<file path="src/rtl/bss_pkg.sv">
package bss_pkg;

   localparam int OFF_W = 12;
   localparam int POS_W = 11;

   typedef enum logic [1:0] {
      CMD_PATTERN = 2'd0,
      CMD_TEXT    = 2'd1,
      CMD_SEARCH  = 2'd2
   } bss_cmd_type;

   typedef enum logic [2:0] {
      ST_IDLE,
      ST_ADJUST,
      ST_CHECK,
      ST_SPAN,
      ST_BEGIN,
      ST_READ,
      ST_COMPARE,
      ST_DONE
   } bss_state_type;

   typedef struct packed {
      logic       en;
      logic       restart;
      logic [7:0] data;
   } bss_wr_type;

   typedef struct packed {
      logic             valid;
      logic             found;
      logic [POS_W-1:0] position;
   } bss_res_type;

endpackage

</file>
<file path="src/rtl/bss_byte_store.sv">
module bss_byte_store import bss_pkg::*; #(
   parameter int DEPTH = 64,
   parameter int LEN_W = $clog2(DEPTH + 1),
   parameter int A_W   = $clog2(DEPTH)
) (
   input  logic             clock,
   input  logic             reset,
   input  bss_wr_type       wr,
   input  logic [A_W-1:0]   rd_addr,
   output logic [7:0]       rd_data,
   output logic [LEN_W-1:0] length,
   output logic             overflow
);

   logic [7:0]       mem [DEPTH];
   logic [7:0]       rd_data_ff;
   logic [LEN_W-1:0] len_ff;
   logic [LEN_W-1:0] len_in;
   logic             ovf_ff;
   logic             ovf_in;
   logic [LEN_W-1:0] base;
   logic             room;

   assign base = wr.restart ? '0 : len_ff;
   assign room = base < LEN_W'(DEPTH);

   always_comb begin
      len_in = len_ff;
      ovf_in = ovf_ff;
      if (wr.en) begin
         if (room) begin
            len_in = base + LEN_W'(1);
         end else begin
            len_in = base;
            ovf_in = 1'b1;
         end
      end
   end

   always_ff @(posedge clock) begin
      if (reset) begin
         len_ff <= '0;
         ovf_ff <= 1'b0;
      end else begin
         len_ff <= len_in;
         ovf_ff <= ovf_in;
      end
   end

   always_ff @(posedge clock) begin
      if (wr.en && room) begin
         mem[base[A_W-1:0]] <= wr.data;
      end
      rd_data_ff <= mem[rd_addr];
   end

   assign rd_data  = rd_data_ff;
   assign length   = len_ff;
   assign overflow = ovf_ff;

endmodule

</file>
<file path="config.mk">
export PLATFORM = sky130hd
export DESIGN_NAME = bss_byte_store
export DESIGN_NICKNAME = d
export VERILOG_FILES = /design/src/rtl/bss_pkg.sv /design/src/rtl/bss_byte_store.sv
export SDC_FILE = /design/constraint.sdc
export NUM_CORES = 1
export LEC_CHECK = 0
export ABC_AREA = 1
export ABC_CLOCK_PERIOD_IN_PS = 2200
export BUFFER_PORTS_ARGS = -buffer_cell sky130_fd_sc_hd__buf_2
export CORE_UTILIZATION = 45
export CTS_CLUSTER_DIAMETER = 50
export DETAILED_ROUTE_END_ITERATION = 12
export PLACE_DENSITY_LB_ADDON = 0.08
export SYNTH_ARGS = -nofsm -noshare
export SYNTH_HDL_FRONTEND = slang
export SYNTH_SLANG_ARGS = --single-unit
</file>
<file path="constraint.sdc">
create_clock -name clock -period 2.2 [get_ports clock]
set_input_delay 0.22 -clock clock [delete_from_list [all_inputs] [get_ports clock]]
set_output_delay 0.22 -clock clock [all_outputs]
set_load 0.05 [all_outputs]
</file>
======== Word-level counts from Yosys, hierarchy flattened ========
Memories as Yosys holds them, arrays and structs flattened. A register that Yosys moved wholly into a read port is not among the register bits.
Index checks and enable logic that the tools add are counted.
cells by class
  add/subtract/negate cells ............... 1
  magnitude comparators ................... 1
  muxes and demuxes ....................... 4
  bitwise logic cells ..................... 1
  reduce and logical (&&, ||, !) cells .... 2
operator list
  cell                   count
  $mux W7                2
  $add A7 B1 Y7 const B  1
  $lt A7 B7 Y1 const B   1
  $mux W1                2
  $reduce_and A2 Y1      1
  $logic_and A1 B1 Y1    1
  $not A1 Y1             1
storage, ports and cells
  register bits ........................... 8
  bits in writable memories ............... 512
  input port bits ......................... 18
  output and inout bits ................... 16
  memories ................................ 1
memory list
  name  words  width  read ports  clocked after memory_dff  write ports  RTL line              RTL
  mem   64     8      1           1                         1            bss_byte_store.sv:15  logic [7:0] mem [DEPTH];

======== Longest topological paths before layout ========
  word-level depth ........................ 5
  depth in mapped cells ................... 12
  mapped depth without buffers ............ 9

======== Worst setup path after synthesis ========
Ideal clock, no wire load.
  kind .................................... register to register
  start ................................... register len_ff[5] (netlist: length[5])
  end ..................................... memory mem[45][0], enable pin
  setup time .............................. 0.383 ns
  arrival ................................. 1.899 ns
  path slack .............................. -0.083 ns
  cell stages (with the launch flop) ...... 7
  path buffers ............................ 0
  cells stage by stage .................... dfxtp_1 > inv_1 > nor2_1 > inv_1 > nor2_1 > nand3_1 > nor3_1
between the ends
  word-level cells in the longest chain between the ends .. 5
RTL lines
  what                           RTL line              RTL
  from (decl)                    bss_byte_store.sv:17  logic [LEN_W-1:0] len_ff;
  from (signal assigned)         bss_byte_store.sv:45  len_ff <= len_in;
  $mux W7 (*)                    bss_byte_store.sv:24  assign base = wr.restart ? '0 : len_ff;
  $lt A7 B7 Y1                   bss_byte_store.sv:25  assign room = base < LEN_W'(DEPTH);
  $logic_and A1 B1 Y1            bss_byte_store.sv:51  if (wr.en && room) begin
  $mux W1                        bss_byte_store.sv:51
  $mux W1 (implied by the code)  bss_byte_store.sv:52  mem[base[A_W-1:0]] <= wr.data;
  to (decl)                      bss_byte_store.sv:15
Mark *: on every way between the ends. The rest lies on a longest branch, timed or not.

======== Final worst setup path ========
  start ................................... register len_ff[2] (netlist: length[2])
  end ..................................... memory mem[53][3], enable pin
Same word-level chain as after synthesis.

==> results.json <==
{
  "yosys_most_used_dff": "edfxtp_1",
  "yosysSeqAreaShare": 0.725,
  "max-cap-violations": 0,
  "layout_commonest_cell": "nand2_1",
  "vias": 14100,
  "crit_path_cell_trace": "inv_1, nor2_1, inv_1, nor2_1, nand3_1, nor2_1",
  "clkTransAtPathRegs_ns": 0.06,
  "first_global_vias": 13900,
  "synthTopCellsByArea": "edfxtp_1 (71%), nand2_1 (12%), nand3_1 (10%)",
  "die_area_sq_mm": 0.0490,
  "grt-ovfl-total": 0,
  "rsz0062_at_grt": "true",
  "slowest_delay_ns": 0.74,
  "synth_top_area_cell": "edfxtp_1",
  "synth_top_area_frac": 0.710,
  "firstDrtPassIters": 5,
  "insertion_delay_ns": 0.63,
  "fin_nets": 1979,
  "worst_slew_pin_slew_ns": 0.891,
  "hp-start": "wr[8]",
  "crit_family": "simple AND/OR/NAND/NOR gates",
  "die_x_um": 221,
  "ioPinCount": 34,
  "p_total_mw": 22.2,
  "initial_core_util": 0.455,
  "worstSetupPathType": "reg2reg",
  "coreArea_sq_mm": 0.0476,
  "fp.dieH_um": 221,
  "synth-edff-count": 512,
  "grt_usage": 0.236,
  "timing.hold.worst.class": "in2reg",
  "mostFrequentLayoutCells": "nand2_1 (667), edfxtp_1 (512), nand3_1 (440), buf_4 (80), nor2_1 (74)",
  "avgSynthCellArea_sq_um": 11.6,
  "viasPerCell": 5.35,
  "synth_warnings": 0,
  "relSlewSlack": 0.404,
  "clockRootBuffer": "clkbuf_16",
  "skew_ns": 0.0259,
  "port-buffer-count": 33,
  "worstPathArrival_ns": 2.33,
  "drt-initial-drc-count": 1366,
  "syn-instance-count": 1871,
  "period_minus_slack_ns": 2.09,
  "synthArstFlopShare": 0,
  "fmax_mhz": 479,
  "netlist_area_sq_mm": 0.0217,
  "synth_seq_cells": 528,
  "p_leak_nw": 9.15,
  "crit_buf_inv": 2,
  "antennaDiodeCount": 0,
  "drc": 0,
  "antenna_left": 0,
  "tritoncts": "done",
  "p_per_area_mw_per_mm2": 889,
  "hold_viol": 0,
  "path_common_cell": "nor2_1",
  "wirelength_um": 56600,
  "cp-start-kind": "flip-flop",
  "setup_ws_ns": 0.113,
  "crit_fanout": 8,
  "drive_gt1_frac": 0.125,
  "reg2reg_from": "length[2]$_SDFFE_PP0P_",
  "dpl.hpwl_um": 34300,
  "num_rows": 80,
  "finalSetupViolCount": 0,
  "grt_max_degree": 91,
  "cts_max_level": 2,
  "critPathSlowestCell": "nor2_1",
  "holdWs_ns": 0.0503,
  "synth.distinct_cells": 24,
  "antenna_found_initial": 1,
  "syn_to_final_growth_pct": 15.3,
  "crit_required_ns": 2.44,
  "wl_per_cell_um": 21.6,
  "clk_path_buf_depth": 3,
  "cp-end-kind": "flip-flop",
  "grt_pass1_wl_um": 86200,
  "final_util": 0.524,
  "vdd_drop_max_mv": 0.769,
  "dp_slack_ns": -0.0260,
  "cts_buffers": 59,
  "slew_viol_final": 0,
  "crit_start": "length[2]$_SDFFE_PP0P_",
  "status": "complete, no violations",
  "clkSinkCount": 528,
  "finalCritPeriodShare": 0.948,
  "finalWeightedCongestion": 0.871,
  "synth_fp_nets": 1889
}
[where the power goes]
part           internal [mW]  total (mW)  switching (mW)
clock network           5.66        9.72            4.06
logic                  0.377        1.41            1.03
registers               11.1        11.1          0.0214
[synthesized netlist by cell type (5+ instances only)]
| cell type | number |
|---|---|
| buf_4 | 17 |
| a21oi_1 | 5 |
| dfxtp_1 | 16 |
| nand2_1 | 667 |
| buf_1 | 13 |
| nor2_1 | 79 |
| clkbuf_1 | 10 |
| inv_1 | 23 |
| edfxtp_1 | 512 |
| buf_6 | 23 |
| buf_2 | 46 |
| nand3_1 | 440 |
[metal layers]
metal | share of wire | vias up | track usage
met2 | 0.46 | 374 | 0.370
met4 | 0.024 | 2 | 0.0659
met5 | 0.00023 | - | 0
li1 | - | 6720 | -
met1 | 0.46 | 6869 | 0.337
met3 | 0.060 | 86 | 0.0430
[final timing paths]
| check | slack [ns] | to | cells past startpoint |
|---|---|---|---|
| worst max-delay path | 0.11 | mem[53][3]$_DFFE_PP_ | 6 |
| worst min-delay path | 0.05 | length[5]$_SDFFE_PP0P_ | 4 |
| worst max register to register | 0.11 | mem[53][3]$_DFFE_PP_ | 6 |
| worst min register to register | 0.45 | overflow$_SDFFE_PP0P_ | 2 |
[registers in the layout, summed over array words and instances, names as in the netlist]
name	flops
overflow	1
mem	512
length	7
rd_data	8
[through the flow]
stage	TNS, ns	area, sq um	cells
after floorplan	0	21700	1871
after global placement	-0.0154	23000	2513
after detailed placement	-0.412	23000	2513
after CTS	0	25000	2627
after global routing	-0.610	25000	2627
final	0	25000	2627
[worst reg2reg max path: cells and delay by family, from the launching register on]
kind,cells,cell delay (ns)
AND/OR/NAND/NOR,4,1.19
buffers and inverters,2,0.17
flip-flops,1,0.37
[repair_timing]
action | in CTS | in global routing
endpoints found under the hold margin | 14 | 0
buffers inserted | 0 | 0
hold buffers | 2 | 0
setup endpoints to repair | 0 | 56
resized for setup | 0 | 5
[cells by family (layout without fill, tap and decap cells)]
kind of cell           count (synthesis)  after routing  synth area share
buffers and inverters                138            279            0.0389
AO/OA/AOI/OAI                          8              8           0.00219
AND/OR/NAND/NOR                     1197           1197             0.234
flip-flops                           528            528             0.725
[final cells by class]
class                           count  area [sq um]
Fill cell                        4165         22700
Sequential cell                   528         15700
Multi-Input combinational cell   1205          5140
Clock buffer                       74          1590
Timing Repair Buffer              140          1310
Tap cell                          615           769
Clock inverter                     38           359
Inverter                           27           111
Note: power is estimated with default switching activity, not from simulation.
