## src/rtl/bss_pkg.sv

```systemverilog
package bss_pkg;

   localparam int OFF_W = 12;
   localparam int POS_W = 11;

   typedef enum logic [1:0] {
      CMD_PATTERN = 2'd0,
      CMD_TEXT    = 2'd1,
      CMD_SEARCH  = 2'd2
   } bss_cmd_type;

   typedef enum logic [2:0] {
      ST_IDLE,
      ST_ADJUST,
      ST_CHECK,
      ST_SPAN,
      ST_BEGIN,
      ST_READ,
      ST_COMPARE,
      ST_DONE
   } bss_state_type;

   typedef struct packed {
      logic       en;
      logic       restart;
      logic [7:0] data;
   } bss_wr_type;

   typedef struct packed {
      logic             valid;
      logic             found;
      logic [POS_W-1:0] position;
   } bss_res_type;

endpackage

```

## src/rtl/bss_search_seq.sv

```systemverilog
module bss_search_seq import bss_pkg::*; #(
   parameter int TEXT_DEPTH    = 1024,
   parameter int PATTERN_DEPTH = 64,
   parameter int TLEN_W        = $clog2(TEXT_DEPTH + 1),
   parameter int PLEN_W        = $clog2(PATTERN_DEPTH + 1),
   parameter int TA_W          = $clog2(TEXT_DEPTH),
   parameter int PA_W          = $clog2(PATTERN_DEPTH)
) (
   input  logic                    clock,
   input  logic                    reset,
   input  logic                    go,
   input  logic signed [OFF_W-1:0] start_offset,
   input  logic signed [OFF_W-1:0] end_offset,
   input  logic [TLEN_W-1:0]       text_len,
   input  logic [PLEN_W-1:0]       pat_len,
   input  logic [7:0]              text_byte,
   input  logic [7:0]              pat_byte,
   input  logic                    res_taken,
   output logic [TA_W-1:0]         text_addr,
   output logic [PA_W-1:0]         pat_addr,
   output logic                    busy,
   output bss_res_type             res
);

   localparam int CW = ((TLEN_W > OFF_W) ? TLEN_W : OFF_W) + 2;

   bss_state_type          state_ff, state_in;
   logic signed [CW-1:0]   start_ff, start_in;
   logic signed [CW-1:0]   end_ff, end_in;
   logic signed [CW-1:0]   last_ff, last_in;
   logic signed [CW-1:0]   p_ff, p_in;
   logic [PLEN_W-1:0]      i_ff, i_in;
   logic                   found_ff, found_in;
   logic [POS_W-1:0]       pos_ff, pos_in;
   logic signed [CW-1:0]   blen_s;
   logic signed [CW-1:0]   plen_s;
   logic signed [CW-1:0]   taddr_sum;
   logic                   bad_range;
   logic                   byte_eq;
   logic                   last_idx;

   assign blen_s    = CW'(text_len);
   assign plen_s    = CW'(pat_len);
   assign bad_range = (start_ff < 0) || (end_ff <= start_ff);
   assign byte_eq   = text_byte == pat_byte;
   assign last_idx  = i_ff == (pat_len - PLEN_W'(1));
   assign taddr_sum = p_ff + CW'(i_ff);

   always_comb begin
      state_in = state_ff;
      unique case (state_ff)
         ST_IDLE:    if (go) state_in = ST_ADJUST;
         ST_ADJUST:  state_in = ST_CHECK;
         ST_CHECK: begin
            if (bad_range || pat_len == '0) state_in = ST_DONE;
            else state_in = ST_SPAN;
         end
         ST_SPAN:    state_in = ST_BEGIN;
         ST_BEGIN: begin
            if (start_ff > last_ff) state_in = ST_DONE;
            else state_in = ST_READ;
         end
         ST_READ:    state_in = ST_COMPARE;
         ST_COMPARE: begin
            if (byte_eq && last_idx) state_in = ST_DONE;
            else if (!byte_eq && p_ff == last_ff) state_in = ST_DONE;
            else state_in = ST_READ;
         end
         ST_DONE:    if (res_taken) state_in = ST_IDLE;
         default:    state_in = ST_IDLE;
      endcase
   end

   always_comb begin
      start_in = start_ff;
      end_in   = end_ff;
      last_in  = last_ff;
      p_in     = p_ff;
      i_in     = i_ff;
      found_in = found_ff;
      pos_in   = pos_ff;
      case (state_ff)
         ST_IDLE: begin
            if (go) begin
               start_in = CW'(start_offset);
               end_in   = CW'(end_offset);
               found_in = 1'b0;
               pos_in   = '0;
            end
         end
         ST_ADJUST: begin
            if (start_ff < 0) start_in = start_ff + blen_s;
            if (end_ff < 0) end_in = end_ff + blen_s + CW'(1);
         end
         ST_CHECK: begin
            if (!bad_range) begin
               if (end_ff > blen_s) end_in = blen_s;
               if (pat_len == '0) begin
                  found_in = 1'b1;
                  pos_in   = start_ff[POS_W-1:0];
               end
            end
         end
         ST_SPAN:  last_in = end_ff - plen_s;
         ST_BEGIN: begin
            p_in = start_ff;
            i_in = '0;
         end
         ST_COMPARE: begin
            if (byte_eq) begin
               if (last_idx) begin
                  found_in = 1'b1;
                  pos_in   = p_ff[POS_W-1:0];
               end else begin
                  i_in = i_ff + PLEN_W'(1);
               end
            end else begin
               p_in = p_ff + CW'(1);
               i_in = '0;
            end
         end
         default: ;
      endcase
   end

   always_comb begin
      text_addr = taddr_sum[TA_W-1:0];
      pat_addr  = i_ff[PA_W-1:0];
      busy      = state_ff != ST_IDLE;
      res.valid    = state_ff == ST_DONE;
      res.found    = found_ff;
      res.position = pos_ff;
   end

   always_ff @(posedge clock) begin
      if (reset) begin
         state_ff <= ST_IDLE;
      end else begin
         state_ff <= state_in;
      end
   end

   always_ff @(posedge clock) begin
      start_ff <= start_in;
      end_ff   <= end_in;
      last_ff  <= last_in;
      p_ff     <= p_in;
      i_ff     <= i_in;
      found_ff <= found_in;
      pos_ff   <= pos_in;
   end

endmodule

```

## config.mk

```make
export PLATFORM = sky130hd
export DESIGN_NAME = bss_search_seq
export DESIGN_NICKNAME = d
export VERILOG_FILES = /design/src/rtl/bss_pkg.sv /design/src/rtl/bss_search_seq.sv
export SDC_FILE = /design/constraint.sdc
export NUM_CORES = 1
export LEC_CHECK = 0
export ABC_AREA = 1
export BUFFER_PORTS_ARGS = -buffer_cell sky130_fd_sc_hd__clkbuf_2
export CORE_UTILIZATION = 44
export DETAILED_ROUTE_END_ITERATION = 10
export GPL_TIMING_DRIVEN = 0
export SLEW_MARGIN = 20
export SYNTH_ARGS = -nofsm -noshare
export SYNTH_HDL_FRONTEND = slang
export SYNTH_SLANG_ARGS = --single-unit
export TNS_END_PERCENT = 100
```

## constraint.sdc

```tcl
create_clock -name clock -period 8.2 [get_ports clock]
set_clock_uncertainty 0.1 [all_clocks]
set_input_delay 0.82 -clock clock [delete_from_list [all_inputs] [get_ports clock]]
set_output_delay 0.82 -clock clock [all_outputs]
set_load 0.01 [all_outputs]
```

==> Word-level counts from Yosys, hierarchy flattened <==
Index checks and enable logic that the tools add are counted.
{ "word_totals": {"register_bits": 78, "latch_bits": 0, "ram_bits": 0, "rom_bits": 0, "inputBits": 62, "output_inout_bits": 30, "elab_cells": 92, "memories": 0} }
{ "op_classes": {"add_sub_neg": 8, "n_mul": 0, "div_mod_pow": 0, "n_lt_le_gt_ge": 5, "n_eq_ne": 21, "shifts": 0, "muxes": 32, "bitwise": 0, "n_reduce_logical": 18} }
{ "op_table": {"columns": ["operator", "n"], "rows": [
  ["2-to-1 mux 14 bit", 7],
  ["case mux 14 bit (2 select lines)", 2],
  ["2-to-1 mux 11 bit", 5],
  ["case mux 14 bit (3 select lines)", 1],
  ["case mux 11 bit (3 select lines)", 1],
  ["adder 14 x 12 -> 14 bit", 2],
  ["adder 14 x 2 -> 14 bit, second input constant", 2],
  ["< comparator 14 x 1 -> 1 bit, second input constant", 2],
  ["case mux 3 bit (8 select lines)", 1],
  ["inequality test 2 bit, second input constant", 10],
  ["equality test 14 bit", 1],
  ["> comparator 14 x 12 -> 1 bit", 1],
  ["> comparator 14 bit", 1],
  ["less-or-equal comparator 14 bit", 1],
  ["2-to-1 mux 7 bit", 2],
  ["case mux 7 bit (2 select lines)", 1],
  ["subtractor 14 x 8 -> 14 bit", 1],
  ["equality test 3 bit, second input constant", 4],
  ["adder 10 x 7 -> 10 bit", 1],
  ["2-to-1 mux 3 bit", 3],
  ["nonzero test 3 bit", 3],
  ["equality test 8 bit", 1],
  ["adder 7 x 1 -> 7 bit, second input constant", 1],
  ["equality test 7 bit", 1],
  ["17 further kinds", 29]
]} }

==> Logic depth before layout (Yosys ltp) <==
Gate-level depths: netlist of the first run.
{ "depth": {"depth_word": 6, "depth_mapped": 14, "mapped_depth_nobuf": 14} }

==> Worst setup path after synthesis of the first run <==
No wires, ideal clock.
{ "synth_path": {"path_type": "input to register", "start": "in text_len[7]", "end": "reg end_ff[0], enable pin", "setup_time_ns": 0.384, "arrival_ns": 2.451, "required_ns": 7.716, "path_slack_ns": 5.264, "stages": 11, "n_path_buf": 1, "cell_sequence": "inv_1 ha_1 clkbuf_1 a21oi_1 o21ai_0 a21oi_1 nand2_1 nand3_1 nand2_1 nand2_1 nor2_1"} }
{ "synth_via": {"elab_chain_len": 3} }
{ "synth_rtl": {"columns": ["item", "line", "rtl"], "rows": [
  ["start, declared", "bss_search_seq.sv:14", "input logic [TLEN_W-1:0] text_len,"],
  ["> comparator 14 x 12 -> 1 bit", "bss_search_seq.sv:97", "if (end_ff > blen_s) end_in = blen_s;"],
  ["inequality test 2 bit (no source line)", null, null],
  ["AND reduction 5 bit (no source line)", null, null],
  ["end signal, assigned", "bss_search_seq.sv:145", "end_ff <= end_in;"],
  ["end, declared", "bss_search_seq.sv:29", "logic signed [CW-1:0] end_ff, end_in;"]
]} }
No other way between the ends.
A chain may end at the register's enable or synchronous reset.

==> Worst setup path after layout of the first run <==
{ "layout_path": {"start": "reg p_ff[0]", "end": "out text_addr[8]"} }
{ "layout_via": {"elab_chain_len": 1} }
{ "layout_rtl": {"columns": ["item", "line", "rtl"], "rows": [
  ["start, declared", "bss_search_seq.sv:31", "logic signed [CW-1:0] p_ff, p_in;"],
  ["start signal, assigned", "bss_search_seq.sv:147", "p_ff <= p_in;"],
  ["adder 10 x 7 -> 10 bit", "bss_search_seq.sv:47", "assign taddr_sum = p_ff + CW'(i_ff);"],
  ["end, declared", "bss_search_seq.sv:19", "output logic [TA_W-1:0] text_addr,"]
]} }
No other way between the ends.

==> flow_summary.ini, run 1 <==
[run_status]
status = finished clean

[worst_hold_path]
hold_class = register to register

[synth]
synthesis.area_um2 = 7060
synth_top_cell_by_area = edfxtp_1
yosys_warnings = 0
ys_seq_area_share_pct = 32.8
synth_cell_types = 46
yosysTopAreaCellShare_pct = 31.9
syn_avg_cell_area_um2 = 7.49
syn_inst = 942
ys.flop_type = edfxtp_1
synthTopCellsByArea = edfxtp_1 32%, ha_1 14%, nand2_1 13%
synth-edff-count = 75
syn-num-nets = 1087
synthArstFlopShare_pct = 0
synth-seq-cells = 78

[pwr]
powerDensity_nw_per_um2 = 309
share_seq_of_total_power_pct = 31.7
intPower_mw = 1.34
power_switching_share_pct = 46.3
pwr-share-clk_pct = 14.9
p_leak_nw = 4.08
max-vdd-ir-drop_v = 0.000142
power_switching_mw = 1.15
power_frac_comb_pct = 53.4

[layout]
diodes = 0
multi_input_area_um2 = 4050
regArea_um2 = 2310
fill_cells = 1601
nets = 1189
design_area_um2 = 8060
area_delta_synth_final_pct = 14.2
drive_above_1_share_pct = 13.6

[routing]
dr_total_vias = 6295
met1_length_mm = 8.34
ant_nets = 0
wl_per_cell_um = 14.7
dr.pass1.iters = 5
routed_wirelength_mm = 18.5
drc = 0
drt_iter0_drc = 344
route.met2.wl_mm = 8.90
wl_met3_mm = 1.03
vias_per_cell = 5.00
maxUsedRoutingLayer = met4

[worst_setup_path]
crit_family = adder cells
cp_slowest_cell = edfxtp_1
slowest_delay_ns = 0.49
critPathMaxFanout = 5
worstSetupEndpointType = primary output
startpoint_type = register
cp.required_ns = 7.28
cp_data_arrival_time_ns = 2.48
crit_buf_inv = 2
crit_chain = ha_1 -> inv_1 -> fa_1 -> o21ai_1 -> nand2_1 -> nand2_1 -> a21oi_1 -> nor2_1 -> o21ai_0 -> xor2_1 -> clkbuf_2
setup.worst_path.class = register to primary output
critical_path.most_common_cell = nand2_1

[clocking]
post_cts_buffers = 0
h-tree-depth = 3
clk_pin_slew_worst_paths_ns = 0.06
clock_latency_ns = 0.35
cts_buffer_depth = 2
cts_tree = built
cts_root_buf = clkbuf_16
cts-resized-gates = 0
hold_buffers = 0
cts_made_buffers = 9
clock-sinks = 78

[placed_design]
detailed_place_hpwl_mm = 15.5
port_buffers = 91
place_ws_ns = 4.59
dpl-instance-area_um2 = 7780
finalWeightedCongestion = 0.947

[sta]
setup_viol = 0
drv_slew = 0
relSlewSlack_pct = 41.3
worst-slew-pin-transition_ns = 0.879
min_period_ns = 3.40
fin_hold_ws_ns = 0.527
hold_violations = 0
tns_ns = 0
post-route-period-util_pct = 41.4
clock.fmax_mhz = 294
setup_ws_ns = 4.80
rsz0062_at_grt = false

[die]
rows = 45
boundaryPins = 92
initial_utilization_pct = 45.7
core_um2 = 15400
fp.dieArea_um2 = 16500
die_height_um = 129
die_w_um = 129

[grt]
grt_pass1_vias = 6067
grt.total_usage_pct = 24.0
grt_max_degree = 15
antenna_found_initial = 0
grt_pass1_wl_mm = 29.9
grt_overflow = 0

[job]
max_cap_violations = 0
[worst paths after layout]
path	from	to	slack (ns)	depth (start not counted)
hold reg to reg	state_ff[0]	state_ff[0]	0.53	3
setup reg to reg	start_ff[5]	end_ff[11]	5.01	12
hold / removal	state_ff[0]	state_ff[0]	0.53	3
setup / recovery	p_ff[0]	text_addr[8]	4.80	11
[per-stage QoR]
stage | utilization, % | cells | total power [mW]
3_5_place_dp | 50.5 | 1244 | 2.12
5_1_grt | 52.2 | 1259 | 2.73
4_1_cts | 52.2 | 1259 | 2.51
3_3_place_gp | 50.4 | 1244 | 2.11
6_report | 52.2 | 1259 | 2.49
2_1_floorplan | - | 942 | 1.71
[power groups by stage]
stage | clock (mW) | combinational, mW | sequential, mW
3_5_place_dp | 0 | 1.33 | 0.797
5_1_grt | 0.394 | 1.53 | 0.810
4_1_cts | 0.382 | 1.33 | 0.790
3_3_place_gp | 0 | 1.31 | 0.799
6_report | 0.371 | 1.33 | 0.791
2_1_floorplan | 0 | 0.956 | 0.754
[cell type report]
cell class                 instances  area share [%]
inverter                         158            7.36
buffer                            21            1.40
clock inverter                     6           0.497
timing repair buffer              91            5.65
tap                              211            3.28
clock buffer                       9            2.80
multi-input combinational        685            50.3
sequential                        78            28.7
[routing by layer]
layer	global-route usage (%)	vias up
li1	-	3310
met1	29.6	2804
met2	43.1	160
met3	4.45	21
met4	5.74	0
met5	0	-
[flip-flops by register name, indices dropped and copies added (netlist names)]
name / flops
end_ff: 14
found_ff: 1
i_ff: 7
last_ff: 14
p_ff: 14
pos_ff: 11
start_ff: 14
state_ff: 3
[worst min-delay path, stage by stage (launching register included)]
cell,delay [ns]
dfxtp_1,0.38
inv_1,0.07
o21ai_0,0.07
a21oi_1,0.06
[logic make-up (layout without fill, tap and decap cells)]
family	count (synthesis)	in the layout	synth area share, %
AND/OR/NAND/NOR	416	416	24.9
buffers and inverters	179	285	10.0
AO/OA/AOI/OAI	142	142	11.7
adder cells (fa/ha/maj)	83	83	15.1
flip-flops	78	78	32.8
XOR/XNOR	44	44	5.46
[cells in the mapped netlist, types with 2 or more instances]
master	n
nand2_2	2
inv_1	155
edfxtp_1	75
o21a_1	2
o221ai_1	5
clkbuf_1	8
o21ai_0	47
o21bai_1	8
buf_4	7
nor3_1	12
nor2_1	79
nand2_1	236
nor4_1	2
a31oi_1	2
o211ai_1	5
buf_2	6
nor2_4	2
a21oi_1	48
or2_2	5
xnor2_1	11
dfxtp_1	3
nand3_1	56
a22oi_1	7
o21ai_1	3
ha_1	79
xor2_1	33
nor2_2	2
inv_2	3
o22ai_1	6
nand4_1	14
fa_1	4
[cell usage in the layout (no fill, tap or decap), types with 2 or more instances in the layout]
| cell | synthesis | routed |
|---|---|---|
| o21ai_0 | 47 | 45 |
| o21a_1 | 2 | 2 |
| inv_1 | 155 | 155 |
| nand3_1 | 56 | 56 |
| nand2_1 | 236 | 236 |
| o211ai_1 | 5 | 5 |
| nand4_1 | 14 | 14 |
| clkbuf_16 | 0 | 9 |
| or2_2 | 5 | 5 |
| clkinv_2 | 0 | 3 |
| xor2_1 | 33 | 33 |
| a31oi_1 | 2 | 2 |
| clkbuf_1 | 8 | 8 |
| clkinv_4 | 0 | 2 |
| clkbuf_2 | 0 | 91 |
| ha_1 | 79 | 79 |
| a21oi_1 | 48 | 48 |
| buf_2 | 6 | 6 |
| buf_4 | 7 | 7 |
| fa_1 | 4 | 4 |
| o21bai_1 | 8 | 8 |
| nor2_1 | 79 | 76 |
| o221ai_1 | 5 | 5 |
| inv_2 | 3 | 3 |
| nor4_1 | 2 | 2 |
| a22oi_1 | 7 | 7 |
| nor2_4 | 2 | 2 |
| nor2_2 | 2 | 5 |
| o21ai_1 | 3 | 3 |
| xnor2_1 | 11 | 11 |
| nand2_2 | 2 | 2 |
| dfxtp_1 | 3 | 3 |
| nor3_1 | 12 | 12 |
| edfxtp_1 | 75 | 75 |
| o21ai_2 | 1 | 3 |
| o22ai_1 | 6 | 6 |
Power figures use the tool's default switching activity.
==> run 2, diff against run 1 <==
--- a/config.mk
+++ b/config.mk
@@ -5,11 +5,12 @@
 export SDC_FILE = /design/constraint.sdc
 export NUM_CORES = 1
 export LEC_CHECK = 0
-export ABC_AREA = 1
+export ABC_AREA = 0
 export BUFFER_PORTS_ARGS = -buffer_cell sky130_fd_sc_hd__clkbuf_2
 export CORE_UTILIZATION = 44
 export DETAILED_ROUTE_END_ITERATION = 10
 export GPL_TIMING_DRIVEN = 0
+export PLACE_DENSITY = 0.66
 export SLEW_MARGIN = 20
 export SYNTH_ARGS = -nofsm -noshare
 export SYNTH_HDL_FRONTEND = slang
==> constraint.sdc (replaced) <==
create_clock -name clock -period 3 [get_ports clock]
set_clock_uncertainty 0.1 [all_clocks]
set_input_delay 0.3 -clock clock [delete_from_list [all_inputs] [get_ports clock]]
set_output_delay 0.3 -clock clock [all_outputs]
set_load 0.01 [all_outputs]
==> flow_summary.ini, run 2 <==
[run_status]
status = finished clean

[worst_setup_path]
worstSetupEndpointType = primary output
crit_buf_inv = 2
rr_worst_depth = 10
r2r-start = start_ff[3]
endpoint = text_addr[9]
critPathMaxFanout = 2
cp_slowest_cell = edfxtp_1
startpoint_type = register
crit_path_start = p_ff[1]
slowest_delay_ns = 0.41
reg2reg_slack_ns = 0.10
crit_chain = buf_6 -> ha_4 -> a21o_1 -> a21oi_2 -> nor2b_2 -> o31a_1 -> o21a_1 -> o21bai_1 -> xnor2_1 -> buf_2
timing.critical_path.depth = 10
cp.required_ns = 2.60
r2r_end = pos_ff[2]
cp_data_arrival_time_ns = 2.53
setup.worst_path.class = register to primary output
crit_family = compound AO/OA/AOI/OAI gates

[worst_hold_path]
hold_class = primary input to register

[die]
initial_utilization_pct = 45.4
die_w_um = 128
die_height_um = 128
core_um2 = 15300
rows = 45
fp.dieArea_um2 = 16300
boundaryPins = 92

[synth]
yosys-top-cells-count = 79 x ha_1, 78 x inv_1, 75 x edfxtp_1
synth-edff-count = 75
synthTopCellsByArea = edfxtp_1 32%, ha_1 14%, xnor2_1 6.5%
yosysTopAreaCellShare_pct = 32.4
synth_cell_types = 60
ys_seq_area_share_pct = 33.2
yosys_warnings = 0
synthArstFlopShare_pct = 0
synthesis.area_um2 = 6960
syn-num-nets = 920
syn_inst = 775
synthMostInstantiatedCell = ha_1
syn_avg_cell_area_um2 = 8.98
ys.flop_type = edfxtp_1
synth-seq-cells = 78
synth_top_cell_by_area = edfxtp_1

[layout]
multi_input_area_um2 = 4290
fill_cells = 1447
area_delta_synth_final_pct = 19.3
design_area_um2 = 8300
final_common_cell = clkbuf_2
diodes = 0
finalNonFillerCells = 1117
nets = 1046
drive_above_1_share_pct = 18.1
regArea_um2 = 2310
layout_common_cells = 90 x clkbuf_2, 78 x inv_1, 77 x ha_1, 75 x edfxtp_1, 61 x nor2_1

[pwr]
max-vdd-ir-drop_v = 0.000464
p_leak_nw = 3.62
powerDensity_nw_per_um2 = 1010
total_power_mw = 8.37

[job]
max_cap_violations = 0

[routing]
drc = 0
routed_wirelength_mm = 18.8
wl_per_cell_um = 16.9
ant_nets = 0
dr.pass1.iters = 5
vias_per_cell = 5.42
drt_iter0_drc = 409
dr_total_vias = 6059

[grt]
antenna_found_initial = 0
grt_pass1_vias = 5906
grt_overflow = 0
grt_max_degree = 15
grt_pass1_wl_mm = 29.7
grt.total_usage_pct = 23.9

[sta]
hold_violations = 0
setup_viol = 0
clock.fmax_mhz = 341
rsz0062_at_grt = true
relSlewSlack_pct = 41.0
post-route-period-util_pct = 97.7
worst-slew-pin-transition_ns = 0.884
min_period_ns = 2.93
drv_slew = 0

[placed_design]
port_buffers = 91
dpl-instance-area_um2 = 7690
detailed_place_hpwl_mm = 14.9
placedCellCount = 1078
finalWeightedCongestion = 0.917

[clocking]
clock_latency_ns = 0.35
clk_pin_slew_worst_paths_ns = 0.06
cts_made_buffers = 9
cts_tree = built
hold_buffers = 0
clock-sinks = 78
cts_root_buf = clkbuf_16
h-tree-depth = 3
cts_buffer_depth = 2
-- run 2: stage by stage --
step                hold WS [ns]  util (%)  setup TNS (ns)  setup slack (ns)
floorplan                  0.272         -               0             0.246
detailed placement         0.427      50.2           -5.39            -0.327
global route              0.0796      54.2          -0.165           -0.0569
global placement           0.423      50.1          -11.27            -0.458
finish                    0.0622      54.2               0            0.0697
CTS                       0.0549      52.9               0          0.000258
-- run 2: logic make-up after synthesis --
logic type / Yosys count / share of synthesized area (%)
AOI/OAI and AO/OA: 193 / 17.7
xor gates and xnor gates: 85 / 10.7
adders and majority gates: 83 / 15.4
buffers and inverters: 110 / 6.47
DFF: 78 / 33.2
muxes: 15 / 2.19
and+or+nand+nor: 211 / 14.3
-- run 2: timing repair --
action                                  4_1_cts  5_1_grt
pin swaps                                     2       11
resized for setup                             8       17
gates cloned                                  0        0
buffers inserted                              6       17
endpoints found under the setup margin       27       44
-- run 2: layout make-up --
class | instances | share of cell area, %
multi-input cells | 587 | 51.7
flip-flops and latches | 78 | 27.9
repair buffers | 115 | 7.75
inverters | 78 | 3.53
well taps | 211 | 3.18
clock buffers | 11 | 2.80
plain buffers | 32 | 1.90
clock inverters | 5 | 1.28
-- run 2: layer usage --
metal / GRT usage, % / wire length [um]
met1: 29.8 / 8420
met2: 41.4 / 9020
met3: 4.22 / 928
met4: 8.72 / 452
met5: 0 / 0
-- run 2: worst min-delay path by stage --
stage               start          end  slack [ns]  cells past startpoint
floorplan           reset  state_ff[0]        0.27                      1
global placement    reset  state_ff[0]        0.42                      2
detailed placement  reset  state_ff[0]        0.43                      2
CTS                 reset  state_ff[0]        0.05                      2
global route        reset  state_ff[0]        0.08                      2
finish              reset  state_ff[0]        0.06                      2
-- run 2: power by group --
| part | leakage [nW] | internal, mW | switching [mW] |
|---|---|---|---|
| clock network | 0.160 | 0.817 | 0.460 |
| logic | 2.73 | 2.03 | 2.77 |
| registers | 0.734 | 1.84 | 0.451 |
| total | 3.62 | 4.68 | 3.68 |
